$ cat config.mk
export PLATFORM = sky130hd
export DESIGN_NAME = fifo_with_cancel_by_id
export DESIGN_NICKNAME = d
export VERILOG_FILES = /design/src/fwc_pkg.sv /design/src/fwc_ram.sv /design/src/fifo_with_cancel_by_id.sv
export SDC_FILE = /design/constraint.sdc
export NUM_CORES = 2
export LEC_CHECK = 0
export BUFFER_PORTS_ARGS = -buffer_cell sky130_fd_sc_hd__buf_2
export CAP_MARGIN = 15
export CORE_UTILIZATION = 45
export CTS_CLUSTER_DIAMETER = 50
export DETAILED_ROUTE_END_ITERATION = 8
export GPL_TIMING_DRIVEN = 0
export HOLD_SLACK_MARGIN = 0.06
export PLACE_DENSITY_LB_ADDON = 0.25
export SLEW_MARGIN = 20
export SYNTH_ARGS = -nofsm -noshare
export SYNTH_HDL_FRONTEND = slang
export SYNTH_SLANG_ARGS = --single-unit
$ cat constraint.sdc
create_clock -name clk -period 27.6 [get_ports clk]
set_clock_uncertainty 0.15 [all_clocks]
set_input_delay 4.14 -clock clk [delete_from_list [all_inputs] [get_ports clk]]
set_output_delay 4.14 -clock clk [all_outputs]
set_load 0.02 [all_outputs]
$ cat src/fwc_pkg.sv
// Shared types and codes for the queue with removal by id.
package fwc_pkg;

  localparam logic [1:0] OP_ENQ    = 2'd0;
  localparam logic [1:0] OP_DEQ    = 2'd1;
  localparam logic [1:0] OP_CANCEL = 2'd2;
  localparam logic [1:0] OP_SEARCH = 2'd3;

  localparam logic [1:0] ST_OK   = 2'd0;
  localparam logic [1:0] ST_MISS = 2'd1;
  localparam logic [1:0] ST_FULL = 2'd2;

  typedef struct packed {
    logic [1:0]  op;
    logic [15:0] order_id;
    logic [15:0] customer_tag;
    logic [7:0]  product_code;
    logic [15:0] quantity;
    logic [31:0] bill;
  } in_t;

  typedef struct packed {
    logic [1:0]  status;
    logic [15:0] out_id;
    logic [15:0] out_customer;
    logic [7:0]  out_product;
    logic [15:0] out_quantity;
    logic [31:0] out_bill;
    logic [4:0]  occupancy;
  } out_t;

  typedef struct packed {
    logic [15:0] id;
    logic [15:0] customer;
    logic [7:0]  product;
    logic [15:0] quantity;
    logic [31:0] bill;
  } entry_t;

endpackage

$ cat src/fwc_ram.sv
// Generic single-write, single-read RAM with registered read data.
module fwc_ram #(
  parameter int WIDTH = 8,
  parameter int DEPTH = 16
) (
  input  logic                                              clk,
  input  logic                                              we,
  input  logic [((DEPTH > 1) ? $clog2(DEPTH) : 1)-1:0]       waddr,
  input  logic [WIDTH-1:0]                                  wdata,
  input  logic [((DEPTH > 1) ? $clog2(DEPTH) : 1)-1:0]       raddr,
  output logic [WIDTH-1:0]                                  rdata
);

  logic [WIDTH-1:0] mem [DEPTH];

  always_ff @(posedge clk) begin
    if (we) begin
      mem[waddr] <= wdata;
    end
    rdata <= mem[raddr];
  end

endmodule

$ cat src/fifo_with_cancel_by_id.sv
// Top level: ordered queue of tagged entries with dequeue, cancel and search by id.
//
//   channel   signals               handshake
//   --------  --------------------  ------------------------------------------
//   command   start, busy, cmd      transaction taken when start and not busy
//   result    done, result          one-cycle strobe, always taken
//
// Timing: an enqueue, or any other transaction on an empty queue, shows its
// result the cycle after it is taken, and the block is ready again in that same
// cycle. A search reads one entry per cycle from the entry RAM and finishes at
// the first match; a search or cancel that misses reads every entry first.
// Dequeue and cancel find their entry, then move every later entry down one
// slot, one RAM read and one write per cycle, and nothing moves when the
// removed entry is the tail. The single read port of the RAM is why scan
// and shift handle one entry at a time.
// Reset clears the state, entry count and scan index; the RAM contents need no clearing.
// The receiver cannot stall: done is high for exactly one cycle per result.
module fifo_with_cancel_by_id #(
  parameter int QUEUE_DEPTH = 16
) (
  input  logic          clk,
  input  logic          rst,
  input  logic          start,
  output logic          busy,
  input  fwc_pkg::in_t  cmd,
  output logic          done,
  output fwc_pkg::out_t result
);
  import fwc_pkg::*;

  localparam int AW = (QUEUE_DEPTH > 1) ? $clog2(QUEUE_DEPTH) : 1;
  localparam int CW = $clog2(QUEUE_DEPTH + 1);
  localparam logic [CW-1:0] FULL_COUNT = CW'(QUEUE_DEPTH);
  localparam logic [CW:0]   DEPTH_W    = (CW + 1)'(QUEUE_DEPTH);

  localparam logic [1:0] S_IDLE  = 2'd0;
  localparam logic [1:0] S_SCAN  = 2'd1;
  localparam logic [1:0] S_SHIFT = 2'd2;

  // control registers
  logic [1:0]    state;
  logic [CW-1:0] count;
  logic [CW-1:0] idx;
  // payload registers
  logic [1:0]    op;
  logic [15:0]   key;
  entry_t        found;

  // RAM port signals
  logic          we;
  logic [AW-1:0] waddr;
  entry_t        wdata;
  logic [AW-1:0] raddr;
  entry_t        rdata;

  logic [CW:0]   idx_p1;
  logic [CW:0]   idx_p2;
  logic [CW:0]   count_w;
  logic          more;
  logic          hit;
  logic          accept;

  assign accept  = start && !busy;
  assign busy    = (state != S_IDLE);
  assign idx_p1  = {1'b0, idx} + (CW + 1)'(1);
  assign idx_p2  = {1'b0, idx} + (CW + 1)'(2);
  assign count_w = {1'b0, count};
  // another entry follows the one at idx
  assign more    = (idx_p1 < count_w);
  // dequeue always takes the head
  assign hit     = (op == OP_DEQ) || (rdata.id == key);

  fwc_ram #(
    .WIDTH ($bits(entry_t)),
    .DEPTH (QUEUE_DEPTH)
  ) u_ram (
    .clk   (clk),
    .we    (we),
    .waddr (waddr),
    .wdata (wdata),
    .raddr (raddr),
    .rdata (rdata)
  );

  // RAM access: scan reads ahead by one entry, the shift writes one slot
  // behind the entry it reads, so a read never meets a write to the same slot.
  always_comb begin
    we    = 1'b0;
    waddr = count[AW-1:0];
    wdata = '{id: cmd.order_id, customer: cmd.customer_tag, product: cmd.product_code,
              quantity: cmd.quantity, bill: cmd.bill};
    raddr = '0;
    case (state)
      S_IDLE: begin
        we = accept && (cmd.op == OP_ENQ) && (count != FULL_COUNT);
      end
      S_SCAN: begin
        raddr = (idx_p1 < DEPTH_W) ? idx_p1[AW-1:0] : '0;
      end
      S_SHIFT: begin
        we    = more;
        waddr = idx[AW-1:0];
        wdata = rdata;
        raddr = (idx_p2 < DEPTH_W) ? idx_p2[AW-1:0] : '0;
      end
      default: begin
        we = 1'b0;
      end
    endcase
  end

  always_ff @(posedge clk) begin
    done <= 1'b0;
    if (rst) begin
      state <= S_IDLE;
      count <= '0;
      idx   <= '0;
    end else begin
      case (state)
        S_IDLE: begin
          if (accept) begin
            op  <= cmd.op;
            key <= cmd.order_id;
            idx <= '0;
            result <= '0;
            if (cmd.op == OP_ENQ) begin
              // finish at once: store at the tail or refuse when full
              done <= 1'b1;
              if (count == FULL_COUNT) begin
                result.status    <= ST_FULL;
                result.occupancy <= 5'(count);
              end else begin
                count            <= count + CW'(1);
                result.status    <= ST_OK;
                result.occupancy <= 5'(count + CW'(1));
              end
            end else if (count == '0) begin
              done             <= 1'b1;
              result.status    <= ST_MISS;
              result.occupancy <= 5'(count);
            end else begin
              state <= S_SCAN;
            end
          end
        end
        S_SCAN: begin
          if (hit) begin
            found <= rdata;
            if (op == OP_SEARCH) begin
              done   <= 1'b1;
              result <= '{status: ST_OK, out_id: rdata.id, out_customer: rdata.customer,
                          out_product: rdata.product, out_quantity: rdata.quantity,
                          out_bill: rdata.bill, occupancy: 5'(count)};
              state  <= S_IDLE;
            end else if (more) begin
              // close the gap behind the removed entry
              state <= S_SHIFT;
            end else begin
              done   <= 1'b1;
              count  <= count - CW'(1);
              result <= '{status: ST_OK, out_id: rdata.id, out_customer: rdata.customer,
                          out_product: rdata.product, out_quantity: rdata.quantity,
                          out_bill: rdata.bill, occupancy: 5'(count - CW'(1))};
              state  <= S_IDLE;
            end
          end else if (more) begin
            idx <= idx_p1[CW-1:0];
          end else begin
            done   <= 1'b1;
            result <= '0;
            result.status    <= ST_MISS;
            result.occupancy <= 5'(count);
            state  <= S_IDLE;
          end
        end
        S_SHIFT: begin
          if (more) begin
            idx <= idx_p1[CW-1:0];
          end else begin
            done   <= 1'b1;
            count  <= count - CW'(1);
            result <= '{status: ST_OK, out_id: found.id, out_customer: found.customer,
                        out_product: found.product, out_quantity: found.quantity,
                        out_bill: found.bill, occupancy: 5'(count - CW'(1))};
            state  <= S_IDLE;
          end
        end
        default: begin
          state <= S_IDLE;
        end
      endcase
    end
  end

  // a result always leaves the block ready for the next transaction
  a_done_idle: assert property (@(posedge clk) disable iff (rst) done |-> !busy)
    else $error("result strobe while busy");

  // the entry count never passes the depth
  a_count_bound: assert property (@(posedge clk) disable iff (rst)
    count <= FULL_COUNT)
    else $error("entry count above queue depth");

  // a refused enqueue only happens on a full queue
  a_full_status: assert property (@(posedge clk) disable iff (rst)
    (done && result.status == ST_FULL) |-> (count == FULL_COUNT))
    else $error("full status on a queue with room");

  // a taken transaction is either still at work or answered
  a_no_loss: assert property (@(posedge clk) disable iff (rst)
    accept |=> (busy || done))
    else $error("transaction dropped");

  // the shift never writes past the valid entries
  a_shift_range: assert property (@(posedge clk) disable iff (rst)
    (state == S_SHIFT && we) |-> (idx_p1 < count_w))
    else $error("shift write beyond tail");

endmodule

==> impl_metrics.json <==
{
  "rr_worst_depth": 10,
  "outcome": "complete, but fails checks",
  "numCtsBuffers": 176,
  "post-route-util": 0.529,
  "cp_max_fo": 21,
  "initial_core_util": 0.453,
  "synth-compound-area-share": 0.116,
  "end_kind": "register",
  "drive_above_1_share": 0.151,
  "hold_viol": 0,
  "core_region_area_um2": 146000,
  "grt_pass1_wl_mm": 290,
  "ys_ff_latch": 1710,
  "area_growth_pct": 16.8,
  "place_hpwl_mm": 141,
  "yosys.area_share.simple": 0.0764,
  "yosys.area_share.xor_xnor": 0.00292,
  "yosysWarnings": 0,
  "cpPeakStageDelay_ns": 0.69,
  "wl_mm": 205,
  "grt.total_usage": 0.275,
  "ys_types": 61,
  "avgSynthCellArea_um2": 15.5,
  "period_minus_slack_ns": 6.78,
  "cts_resized": 0,
  "overflow": 0,
  "fmax_mhz": 148,
  "max-vdd-ir-drop_mv": 0.0631,
  "cap_violations": 0,
  "synthCells": 4259,
  "clk_latency_ns": 0.82,
  "clock_sinks": 1710,
  "grt_pass1_vias": 40300,
  "finalSetupViolations": 0,
  "synth_top_area_share": 0.732,
  "die_x_um": 385,
  "leakagePower_nw": 24.9,
  "yosysMostFrequentCell": "edfxtp_1",
  "power_density_nw_per_um2": 75.7,
  "cts_max_path_buffers": 3,
  "fin_tns_setup_ns": 0,
  "rows": 140,
  "syn_nets": 4364,
  "dieArea_um2": 148000,
  "synth_area_leaders": "edfxtp_1 73%, a211oi_1 5.0%, dfxtp_1 3.1%",
  "grt_antenna_before_repair": 19,
  "ctsRootBufferMaster": "clkbuf_16",
  "gp_congestion": 0.876,
  "port-buffer-count": 189,
  "routedWlPerCell_um": 30.2,
  "cts_tree": "done",
  "synth_adder_area_share": 0.00228,
  "crit_type": "in2reg",
  "die_h_um": 385,
  "syn_area_um2": 66000,
  "start_kind": "primary input",
  "netlist_top_cells_count": "1609 x edfxtp_1, 440 x a211oi_1, 292 x nand2_1",
  "synth_top_family_by_area": "compound AO/OA/AOI/OAI gates",
  "hold_depth": 0,
  "path_clk_slew_ns": 0.06,
  "r2r_slack_ns": 22.33,
  "rsz0062_at_grt": "no",
  "drtAntennaViolNets": 0,
  "cp_data_required_time_ns": 27.96,
  "path_cells": "buf_2, or2_2, a2111oi_0, o21ai_1, o32a_1, nand2b_1, nor2_4, buf_16, buf_12, buf_16",
  "violations": "design-rule violations",
  "fin_crit_sh": 0.246,
  "rr_startpoint": "idx[1]",
  "holdBufCountCts": 0,
  "hp-start": "u_ram.rdata[24]",
  "via_per_inst": 6.17,
  "synthFlopType": "edfxtp_1",
  "final_nets": 4820,
  "synth_edf_count": 1609,
  "hold_end": "found[24]",
  "htree_levels": 4,
  "synth.area.mux_share": 0.0160,
  "yosysTopAreaCell": "edfxtp_1",
  "vias": 42000,
  "worstMarginPinSlew_ns": 1.24,
  "grt_max_degree": 43,
  "drc_errors": 2,
  "r2r-end": "u_ram.rdata[81]",
  "cp_common_cell": "buf_16",
  "ios": 190,
  "min_path_type": "reg2reg",
  "async_flop_share": 0,
  "drtIter0Drc": 5531,
  "cts_setup_buffers": 0,
  "slew_headroom": 0.171,
  "crit_path_top_delay_cell": "nor2_4",
  "ys_seq_area_frac": 0.763,
  "drv_slew": 0,
  "arrival_ns": 7.14,
  "drt-pass1-iter-count": 8
}
-- critical path, delay by kind of cell --
kind                   cells  cell delay [ns]
buffers and inverters      4             0.76
AOI/OAI and AO/OA          3             0.85
and+or+nand+nor            3             1.36
-- cell type report --
type | count | area, um2
fillers | 11700 | 68500
flip-flops and latches | 1710 | 50300
multi-input cells | 2184 | 14200
clock buffers | 235 | 4850
repair buffers | 278 | 2770
well taps | 1917 | 2400
plain buffers | 347 | 1500
clock inverters | 97 | 841
inverters | 18 | 67.6
diodes | 13 | 32.5
-- layout by cell type, fill, tap and decap left out, types with 28 or more instances in the layout --
| master | synthesis | layout |
|---|---|---|
| a211oi_1 | 440 | 440 |
| a21oi_1 | 109 | 109 |
| a22oi_1 | 89 | 89 |
| a31oi_1 | 95 | 95 |
| and3_1 | 180 | 180 |
| buf_1 | 29 | 28 |
| buf_12 | 0 | 46 |
| buf_16 | 0 | 28 |
| buf_2 | 46 | 236 |
| clkbuf_1 | 257 | 276 |
| clkbuf_16 | 0 | 182 |
| clkinv_1 | 0 | 37 |
| dfxtp_1 | 101 | 101 |
| edfxtp_1 | 1609 | 1609 |
| mux2_2 | 92 | 92 |
| nand2_1 | 292 | 292 |
| nand3b_1 | 177 | 177 |
| nor2_1 | 120 | 103 |
| o21ai_0 | 193 | 193 |
| o221ai_1 | 87 | 87 |
| o22ai_1 | 89 | 89 |
| or4_1 | 87 | 87 |
-- flip-flops by register name, indices dropped and copies added (netlist names) --
register	flops
u_ram.mem	1408
result	95
found	88
u_ram.rdata	88
key	16
count	5
idx	5
op	2
state	2
done	1
-- how the worst max path moves through the flow --
stage                 start           endpoint  depth (start not counted)
global route        cmd[89]  u_ram.mem[14][51]                         10
floorplan             start          result[0]                          4
finish              cmd[89]  u_ram.mem[14][51]                         10
global placement        rst         result[43]                          3
CTS                 cmd[89]  u_ram.mem[14][51]                         10
detailed placement  cmd[89]  u_ram.mem[14][37]                         10
-- where the power goes --
group          switching [W]  total, W  internal [W]
registers          0.0000364   0.00293       0.00290
logic               0.000438  0.000557      0.000119
clock network        0.00101   0.00234       0.00134
total                0.00148   0.00583       0.00435
-- logic make-up (layout without fill, tap and decap cells) --
| family | after synthesis | in the layout |
|---|---|---|
| muxes | 94 | 94 |
| adders and majority gates | 12 | 12 |
| AOI/OAI and AO/OA | 1135 | 1135 |
| xor gates and xnor gates | 22 | 22 |
| and+or+nand+nor | 921 | 921 |
| other | 0 | 13 |
| DFF | 1710 | 1710 |
| buffers and inverters | 365 | 975 |
-- stage by stage --
stage / std cells / hold WS [ns] / setup WS [ns] / power (W) / instance area, um2
after floorplan: 4259 / 0.275 / 15.96 / 0.00325 / 66000
after global placement: 6365 / 0.284 / 10.57 / 0.00352 / 69300
after detailed placement: 6453 / 0.286 / 20.02 / 0.00353 / 71300
after CTS: 6785 / 0.300 / 20.86 / 0.00584 / 77000
after global routing: 6788 / 0.307 / 20.71 / 0.00598 / 77000
final: 6799 / 0.300 / 20.82 / 0.00583 / 77000
-- layer usage --
layer,track usage,share of wire,vias up
met5,0,0.00010,-
met2,0.418,0.45,2271
met1,0.379,0.41,21300
met3,0.0717,0.10,355
met4,0.108,0.037,4
li1,-,-,18000
Power figures use the tool's default switching activity.
